[config.mk]
export PLATFORM = sky130hd
export DESIGN_NAME = led_panel_pixel_index_map_unit
export DESIGN_NICKNAME = d
export VERILOG_FILES = /design/src/design/lpim_pkg.sv /design/src/design/led_panel_pixel_index_map_unit.sv
export SDC_FILE = /design/constraint.sdc
export NUM_CORES = 1
export LEC_CHECK = 0
export BUFFER_PORTS_ARGS = -buffer_cell sky130_fd_sc_hd__buf_2
export CORE_MARGIN = 5
export CORE_UTILIZATION = 47
export DETAILED_ROUTE_END_ITERATION = 16
export PLACE_DENSITY = 0.74
export SYNTH_ARGS = -nofsm -noshare
export SYNTH_HDL_FRONTEND = slang
export SYNTH_SLANG_ARGS = --single-unit
[constraint.sdc]
create_clock -name clk -period 7.5 [get_ports clk]
set_input_delay 2.25 -clock clk [delete_from_list [all_inputs] [get_ports clk]]
set_output_delay 2.25 -clock clk [all_outputs]
set_load 0.01 [all_outputs]
[src/design/lpim_pkg.sv]
// Shared constants and types for the LED panel pixel index map.
// No dependencies; imported by the top level and its checker.
package lpim_pkg;

  localparam int PANEL_SIDE  = 16;
  localparam int SCREEN_SIDE = 32;
  localparam int PANEL_COUNT = 4;

  localparam int COORD_W = 8;
  localparam int IDX_W   = 10;
  localparam int LOCAL_W = $clog2(PANEL_SIDE);
  localparam int PANEL_W = 2;
  localparam int CFG_IDX_W  = 3;
  localparam int CFG_DATA_W = 8;

  typedef enum logic [CFG_IDX_W-1:0] {
    REG_GRID_WIDTH      = 3'd0,
    REG_GRID_HEIGHT     = 3'd1,
    REG_START_CORNER    = 3'd2,
    REG_LAYOUT_VERTICAL = 3'd3,
    REG_GRID_ZIGZAG     = 3'd4,
    REG_ORDER_TABLE     = 3'd5,
    REG_ROTATION_CODES  = 3'd6,
    REG_ROW_ZIGZAG_MASK = 3'd7
  } cfg_reg_t;

  typedef enum logic [1:0] {
    ROT_0   = 2'd0,
    ROT_90  = 2'd1,
    ROT_180 = 2'd2,
    ROT_270 = 2'd3
  } rot_code_t;

endpackage

[src/design/led_panel_pixel_index_map_unit.sv]
// Beats pass the input stage, then the result stage, to the out_valid strobe.
// Throughput: one pixel per cycle; busy stays low and results cannot be stalled.
// cfg_ready is always high; a write applies to any pixel in the input stage once it lands.
// Reset (rst_n low, synchronous) clears the pipeline valids and loads the
// register defaults: 2x2 grid, top-left start, row chaining, identity order.
module led_panel_pixel_index_map_unit (
  input  logic                              clk,
  input  logic                              rst_n,
  input  logic                              start,
  output logic                              busy,
  input  logic [lpim_pkg::COORD_W-1:0]      in_pixel_x,
  input  logic [lpim_pkg::COORD_W-1:0]      in_pixel_y,
  output logic                              out_valid,
  output logic [lpim_pkg::IDX_W-1:0]        out_strip_index,
  output logic                              out_in_range,
  input  logic                              cfg_valid,
  output logic                              cfg_ready,
  input  logic [lpim_pkg::CFG_IDX_W-1:0]    cfg_index,
  input  logic [lpim_pkg::CFG_DATA_W-1:0]   cfg_data
);
  import lpim_pkg::*;

  localparam logic [LOCAL_W-1:0] LOCAL_MAX = LOCAL_W'(PANEL_SIDE - 1);

  // configuration registers
  logic [2:0] grid_width_r, grid_height_r;
  logic [1:0] start_corner_r;
  logic       layout_vertical_r, grid_zigzag_r;
  logic [7:0] order_table_r, rotation_codes_r;
  logic [3:0] row_zigzag_mask_r;

  // input stage
  logic               in_valid_r;
  logic [COORD_W-1:0] pixel_x_r, pixel_y_r;

  // result stage
  logic             out_valid_r;
  logic [IDX_W-1:0] strip_index_r, strip_index_nxt;
  logic             in_range_r, in_range_nxt;

  assign busy      = 1'b0;
  assign cfg_ready = 1'b1;

  always_ff @(posedge clk) begin
    if (!rst_n) begin
      grid_width_r      <= 3'd2;
      grid_height_r     <= 3'd2;
      start_corner_r    <= 2'd0;
      layout_vertical_r <= 1'b0;
      grid_zigzag_r     <= 1'b0;
      order_table_r     <= 8'd228;
      rotation_codes_r  <= 8'd0;
      row_zigzag_mask_r <= 4'd15;
    end else if (cfg_valid && cfg_ready) begin
      unique case (cfg_reg_t'(cfg_index))
        REG_GRID_WIDTH:      grid_width_r      <= cfg_data[2:0];
        REG_GRID_HEIGHT:     grid_height_r     <= cfg_data[2:0];
        REG_START_CORNER:    start_corner_r    <= cfg_data[1:0];
        REG_LAYOUT_VERTICAL: layout_vertical_r <= cfg_data[0];
        REG_GRID_ZIGZAG:     grid_zigzag_r     <= cfg_data[0];
        REG_ORDER_TABLE:     order_table_r     <= cfg_data;
        REG_ROTATION_CODES:  rotation_codes_r  <= cfg_data;
        REG_ROW_ZIGZAG_MASK: row_zigzag_mask_r <= cfg_data[3:0];
        default: ;
      endcase
    end
  end

  always_ff @(posedge clk) begin
    if (!rst_n) begin
      in_valid_r  <= 1'b0;
      out_valid_r <= 1'b0;
    end else begin
      in_valid_r  <= start && !busy;
      out_valid_r <= in_valid_r;
    end
  end

  always_ff @(posedge clk) begin
    if (start && !busy) begin
      pixel_x_r <= in_pixel_x;
      pixel_y_r <= in_pixel_y;
    end
    if (in_valid_r) begin
      strip_index_r <= strip_index_nxt;
      in_range_r    <= in_range_nxt;
    end
  end

  // panel grid: 8-bit wrapping arithmetic throughout
  logic [COORD_W-1:0] px, py, cx, cy, w8, h8, major, minor, span, minor_eff, pos;
  logic [COORD_W-1:0] prod;
  logic [PANEL_W-1:0] panel;
  logic [LOCAL_W-1:0] lx, ly, rx, ry, col;
  rot_code_t          rot;

  always_comb begin
    px = pixel_x_r >> LOCAL_W;
    py = pixel_y_r >> LOCAL_W;
    lx = pixel_x_r[LOCAL_W-1:0];
    ly = pixel_y_r[LOCAL_W-1:0];
    w8 = {5'd0, grid_width_r};
    h8 = {5'd0, grid_height_r};

    cx = start_corner_r[0] ? (w8 - 8'd1 - px) : px;
    cy = start_corner_r[1] ? (h8 - 8'd1 - py) : py;

    // row chaining walks cx within a row of cy; column chaining swaps roles
    if (layout_vertical_r) begin
      major = cx;
      minor = cy;
      span  = h8;
    end else begin
      major = cy;
      minor = cx;
      span  = w8;
    end
    minor_eff = (grid_zigzag_r && major[0]) ? (span - 8'd1 - minor) : minor;
    prod      = major * span;
    pos       = prod + minor_eff;

    if (pos < COORD_W'(PANEL_COUNT) && pos < 8'd4)
      panel = order_table_r[{pos[1:0], 1'b0} +: PANEL_W];
    else
      panel = '0;

    rot = rot_code_t'(rotation_codes_r[{panel, 1'b0} +: 2]);
    case (rot)
      ROT_90: begin
        rx = LOCAL_MAX - ly;
        ry = lx;
      end
      ROT_180: begin
        rx = LOCAL_MAX - lx;
        ry = LOCAL_MAX - ly;
      end
      ROT_270: begin
        rx = ly;
        ry = LOCAL_MAX - lx;
      end
      default: begin
        rx = lx;
        ry = ly;
      end
    endcase

    col = (row_zigzag_mask_r[panel] && ry[0]) ? (LOCAL_MAX - rx) : rx;

    in_range_nxt    = (pixel_x_r < COORD_W'(SCREEN_SIDE)) &&
                      (pixel_y_r < COORD_W'(SCREEN_SIDE));
    strip_index_nxt = in_range_nxt ? IDX_W'({panel, ry, col}) : '0;
  end

  assign out_valid       = out_valid_r;
  assign out_strip_index = strip_index_r;
  assign out_in_range    = in_range_r;

endmodule

==> results of run 1 <==
routing by layer:
layer / up-vias / track usage (%) / part of all wire (%)
li1: 1625 / - / -
met3: 6 / 3.18 / 3.7
met2: 54 / 28.6 / 49
met4: 0 / 5.15 / 0.89
met5: - / 0 / 0
met1: 1464 / 23.4 / 47
cells by family after synthesis:
group | synth area share (%)
simple gates | 17.6
compound gates | 14.2
flops | 33.9
buf+inv | 5.32
mux | 11.5
fa+ha+maj | 13.0
xor+xnor | 4.30
other cells | 0.176
power by group through the flow:
stage               Sequential, µW  Combinational (µW)  Clock (µW)
finish                         361                 193         318
global route                   363                 217         339
CTS                            362                 193         324
detailed placement             369                 190           0
global placement               368                 184           0
floorplan                      366                 145           0
per-stage QoR:
step	setup slack, ps	util [%]
2_1_floorplan	1240	-
3_3_place_gp	1030	51.7
3_5_place_dp	774	51.7
4_1_cts	680	54.2
5_1_grt	163	54.2
6_report	693	54.2
worst max-delay path, delay by kind of cell, from the launching register on:
family / cells / cell delay [ps]
adder cells (fa/ha/maj): 5 / 1900
multiplexers: 2 / 670
buffers and inverters: 3 / 190
flip-flops: 1 / 440
AND/OR/NAND/NOR: 7 / 1250
XOR/XNOR: 2 / 390
AO/OA/AOI/OAI: 7 / 1840
cells in the final DEF, fill, tap and decap left out, types with 5 or more instances in the layout:
| master | synthesis | final |
|---|---|---|
| a21boi_0 | 14 | 14 |
| a21oi_1 | 17 | 17 |
| and2_1 | 5 | 5 |
| buf_2 | 2 | 42 |
| clkbuf_8 | 0 | 9 |
| dfxtp_1 | 32 | 32 |
| edfxtp_1 | 27 | 27 |
| fa_1 | 14 | 14 |
| ha_1 | 22 | 22 |
| inv_1 | 40 | 40 |
| mux2i_1 | 35 | 35 |
| nand2_1 | 58 | 58 |
| nand2b_1 | 11 | 11 |
| nand3_1 | 7 | 7 |
| nor2_1 | 38 | 38 |
| nor2b_1 | 11 | 11 |
| nor3_1 | 5 | 5 |
| o211ai_1 | 6 | 6 |
| o21ai_0 | 10 | 10 |
| xnor2_1 | 8 | 8 |
| xor2_1 | 8 | 8 |
layout make-up:
cell class	count	area share, %
Clock buffer	10	3.12
Multi-Input combinational cell	333	54.4
Clock inverter	6	1.47
Inverter	42	3.30
Timing Repair Buffer	42	4.41
Sequential cell	59	30.4
Tap cell	108	2.83
worst max path at each step:
stage                          start                  to  slack, ps
global route        grid_height_r[0]  out_strip_index[3]        160
detailed placement  grid_height_r[0]  out_strip_index[3]        770
global placement    grid_height_r[0]  out_strip_index[1]       1030
CTS                 grid_height_r[0]  out_strip_index[3]        680
finish              grid_height_r[0]  out_strip_index[3]        690
floorplan           grid_height_r[1]  out_strip_index[0]       1240
flip-flops by register name, indices dropped and copies added, names as in the netlist, 2 cells and up:
name and cells:
out_strip_index 10, start_corner_r 2, pixel_y_r 8, order_table_r 8
rotation_codes_r 8, grid_width_r 3, pixel_x_r 8, row_zigzag_mask_r 4
grid_height_r 3
==> qor.yml, run 1 <==
run_status:
  status: "completed"
layout:
  stdcell_count: 600
  final_layout_size_suffix_gt1_share_pct: 17.5
  fin_nets: 554
  fillers: 759
  multi_input_area_um2: 2600
  syn2layout_area_growth_pct: 11.6
  diodes: 0
  final_area_um2: 4770
  register_area_um2: 1450
die:
  ios: 45
  start_util_pct: 48.6
  dieArea_um2: 11100
  core_area_um2: 8810
  die_width_um: 105
  rows: 34
  die_y_um: 105
power_and_ir_drop:
  ir_worst_vdd_mv: 0.112
  switching_share_pct: 30.2
  power_frac_comb_pct: 22.1
  seq_power_share_pct: 41.4
  powerDensity_nw_per_um2: 183
  leakage_uw: 0.00209
  intPower_uw: 609
  pwr-share-clk_pct: 36.5
  power.total_uw: 873
  power.switching_uw: 263
yosys:
  ys_seq_area_share_pct: 33.9
  post-synth-top-area-fraction_pct: 19.0
  ys_top_cells_by_count: "nand2_1, inv_1, nor2_1"
  yosysWarnings: 0
  syn-num-nets: 514
  ys_ff_latch: 59
  synth_cell_types: 67
  syn-cell-area_um2: 4280
  synth_area_leaders: "edfxtp_1, dfxtp_1, mux2i_1"
  async_reset_ff_share_pct: 0
  synthMostInstantiatedCell: "nand2_1"
  synth_top_area_cell: "edfxtp_1"
  synth-edff-count: 27
  avgSynthCellArea_um2: 9.57
  synth-main-ff-cell: "dfxtp_1"
  postSynthCellCount: 447
placed_design:
  numPortBuffers: 42
  dp.cells: 584
  place_area_um2: 4550
  hpwl_um: 7010
  place.gp.congestion: 0.910
timing:
  totalNegativeSetupSlack_ps: 0
  rsz0062_at_grt: "no"
  clock_skew_ps: 9.70
  whs_ps: 464
  worst_pin_slew_ps: 799
  finalHoldViolations: 0
  finalCritPeriodShare_pct: 90.8
  max_freq_ghz: 0.147
  final_max_slew_viol_count: 0
  finalSetupViolCount: 0
  post-route-min-period_ps: 6810
  relSlewSlack_pct: 46.7
drt:
  via_per_inst: 5.25
  drt-pass1-iter-count: 4
  post-route-drc-count: 0
  vias: 3149
  drtAntennaViolNets: 0
  post_drt_wl_per_cell_um: 14.9
  drtIter0Drc: 140
  routed_wl_um: 8960
worst_setup_path:
  end_kind: "register"
  arrival_ps: 7020
  worstReg2RegStart: "grid_height_r[0]"
  crit_required_ps: 7710
  crit_type: "reg2reg"
  r2r_slack_ps: 690
  r2r_cells: 26
  crit_fanout: 8
  r2r-end: "out_strip_index[3]"
  cpPeakStageDelay_ps: 540
  worstSetupStartpointType: "register"
  crit_path_top_delay_cell: "o32ai_1"
cts:
  cts_buffer_depth: 2
  cts_buffers: 9
  clk_pin_slew_ps: 80
  cts_resized: 0
  ctsHoldBuffers: 0
  htreeDepth: 3
  clock_latency_ps: 350
  cts_tree: "done"
  cts_setup_buffers: 0
  root_buffer: "clkbuf_8"
  cts_sinks: 59
worst_hold_path:
  hold_path_depth: 2
  min-delay-start: "order_table_r[1]"
  hold_class: "reg2reg"
  whs_endpoint: "order_table_r[1]"
grt:
  grt-ovfl-total: 0
  gr-usage-all-layers_pct: 17.4
  grt_pass1_vias: 3307
  grt_pass1_wl_um: 15700
  grt_max_degree: 33
  antenna_found_initial: 0
job:
  drv_cap: 0
(Power assumes the default switching activity.)
==> inputs of run 2 (changes only) <==
--- a/config.mk
+++ b/config.mk
@@ -10,6 +10,7 @@
 export CORE_UTILIZATION = 47
 export DETAILED_ROUTE_END_ITERATION = 16
 export PLACE_DENSITY = 0.74
+export REMOVE_ABC_BUFFERS = 1
 export SYNTH_ARGS = -nofsm -noshare
 export SYNTH_HDL_FRONTEND = slang
 export SYNTH_SLANG_ARGS = --single-unit
==> qor.yml, run 2 (same netlist as run 1, synthesis figures left out) <==
run_status:
  status: "completed"
drt:
  drtAntennaViolNets: 0  # unchanged
  vias: 3232  # +2.6%
  drtIter0Drc: 190  # +36%
  routed_wl_um: 8920  # -0.40%
  post-route-drc-count: 0  # unchanged
  via_per_inst: 5.39  # +2.6%
  post_drt_wl_per_cell_um: 14.9  # -0.40%
  drt-pass1-iter-count: 4  # unchanged
die:
  start_util_pct: 48.6  # unchanged
  die_y_um: 105  # unchanged
  core_area_um2: 8810  # unchanged
  rows: 34  # unchanged
  ios: 45  # unchanged
  die_width_um: 105  # unchanged
  dieArea_um2: 11100  # unchanged
grt:
  gr-usage-all-layers_pct: 17.0  # -0.36 points
  grt_pass1_wl_um: 15200  # -3.7%
  grt_pass1_vias: 3187  # -3.6%
  antenna_found_initial: 0  # unchanged
  grt_max_degree: 33  # unchanged
  grt-ovfl-total: 0  # unchanged
power_and_ir_drop:
  pwr-share-clk_pct: 37.0  # +0.5 points
  switching_share_pct: 29.4  # -0.82 points
  power_frac_comb_pct: 21.9  # -0.2 points
  powerDensity_nw_per_um2: 184  # +0.78%
  power.switching_uw: 259  # -1.8%
  leakage_uw: 0.00210  # about the same
  intPower_uw: 622  # +2.1%
  seq_power_share_pct: 41.1  # -0.3 points
  ir_worst_vdd_mv: 0.161  # +43%
worst_setup_path:
  end_kind: "register"
  arrival_ps: 7080  # +60 ps
  crit_required_ps: 7720  # about the same
  r2r-end: "out_strip_index[3]"
  crit_type: "reg2reg"
  r2r_cells: 26  # unchanged
  worstSetupStartpointType: "register"
  critical_path.endpoint: "out_strip_index[3]"
  r2r_slack_ps: 640  # -60 ps
  crit_fanout: 8  # unchanged
  worstReg2RegStart: "grid_height_r[0]"
  crit_start: "grid_height_r[0]"
timing:
  worst_pin_slew_ps: 785  # -13.4 ps
  finalSetupViolCount: 0  # unchanged
  totalNegativeSetupSlack_ps: 0  # unchanged
  max_freq_ghz: 0.146  # -0.81%
  post-route-min-period_ps: 6860  # +55.5 ps
  finalCritPeriodShare_pct: 91.5  # +0.74 points
  clock_skew_ps: 14.4  # +4.74 ps
  relSlewSlack_pct: 47.6  # +0.89 points
  rsz0062_at_grt: "no"
  finalHoldViolations: 0  # unchanged
  final_max_slew_viol_count: 0  # unchanged
layout:
  fin_nets: 554  # unchanged
  largest_reg_flops: 10  # unchanged
  final_area_um2: 4780  # +0.10%
  final_cell_mix: "nand2_1, buf_2, inv_1"
  final_layout_size_suffix_gt1_share_pct: 17.5  # unchanged
  final_common_cell: "nand2_1"
  diodes: 0  # unchanged
  syn2layout_area_growth_pct: 11.7
cts:
  cts_buffers: 9  # unchanged
  htreeDepth: 3  # unchanged
  cts_buffer_depth: 2  # unchanged
  cts_tree: "done"
  cts_setup_buffers: 0  # unchanged
  cts_resized: 0  # unchanged
  clock_latency_ps: 350  # about the same
  root_buffer: "clkbuf_8"
  clk_pin_slew_ps: 80  # about the same
  ctsHoldBuffers: 0  # unchanged
  cts_sinks: 59  # unchanged
placed_design:
  numPortBuffers: 42  # unchanged
  place_area_um2: 4550  # unchanged
  hpwl_um: 7110  # +1.4%
  place.gp.congestion: 0.905  # -0.64%
worst_hold_path:
  hold_class: "reg2reg"
  min-delay-start: "rotation_codes_r[3]"
job:
  drv_cap: 0  # unchanged
-- run 2: cell types whose count changed in the layout (fill, tap and decap cells not counted) --
cell       change
bufinv_16      +1
clkbuf_16      -1
clkinv_4       +1
inv_6          -1
-- run 2: final cells by class --
| class | count | area [µm²] |
|---|---|---|
| inverter | 42 | 158 |
| timing repair buffer | 42 | 210 |
| sequential | 59 | 1450 |
| clock inverter | 7 | 100 |
| tap | 108 | 135 |
| fill | 787 | 4030 |
| multi-input combinational | 333 | 2600 |
| clock buffer | 9 | 124 |
-- run 2: worst max-delay path, cell delays in order (launching register included) --
cell	delay (ps)
dfxtp_1	430
inv_1	70
ha_1	330
fa_1	420
nor2b_1	150
nor3_1	160
a21oi_1	70
mux2_2	290
ha_1	320
a21oi_1	290
nor2_1	80
o2111ai_1	190
nand3b_1	140
xor2_1	180
fa_1	500
inv_1	40
ha_1	330
inv_1	80
o31ai_1	310
mux2i_1	370
a2bb2oi_1	350
nor2_2	150
xor2_4	220
o32ai_1	550
a211oi_4	130
or4_1	500
nand2_1	90
-- run 2: power groups by stage --
stage	sequential [µW]	clock, µW	combinational, µW
3_3_place_gp	368	0	184
6_report	362	326	193
5_1_grt	363	353	217
4_1_cts	361	334	193
3_5_place_dp	369	0	192
2_1_floorplan	367	0	141
-- run 2: how the worst min path moves through the flow --
stage                           to  slack [ps]  cells after the start
2_1_floorplan     order_table_r[6]         430                      2
3_3_place_gp      order_table_r[6]         450                      2
3_5_place_dp   rotation_codes_r[3]         460                      2
4_1_cts        rotation_codes_r[3]         470                      2
5_1_grt        rotation_codes_r[7]         490                      2
6_report       rotation_codes_r[3]         470                      2
-- run 2: per-stage QoR --
stage | setup slack, ps | utilization, % | hold WS (ps) | total power (µW) | instances
final | 638 | 54.2 | 465 | 880 | 600
after global routing | 153 | 54.2 | 493 | 933 | 600
after CTS | 692 | 54.2 | 467 | 888 | 600
after detailed placement | 713 | 51.7 | 457 | 561 | 584
after global placement | 1030 | 51.7 | 448 | 552 | 584
after floorplan | 1290 | - | 433 | 508 | 434
-- run 2: layer usage --
metal	routed length (µm)	vias up	track usage (%)	share of wire (%)
met5	0	-	0	0
met2	4260	55	27.4	48
met1	4160	1530	22.6	47
met4	158	0	5.81	1.8
met3	334	14	3.85	3.7
li1	-	1633	-	-
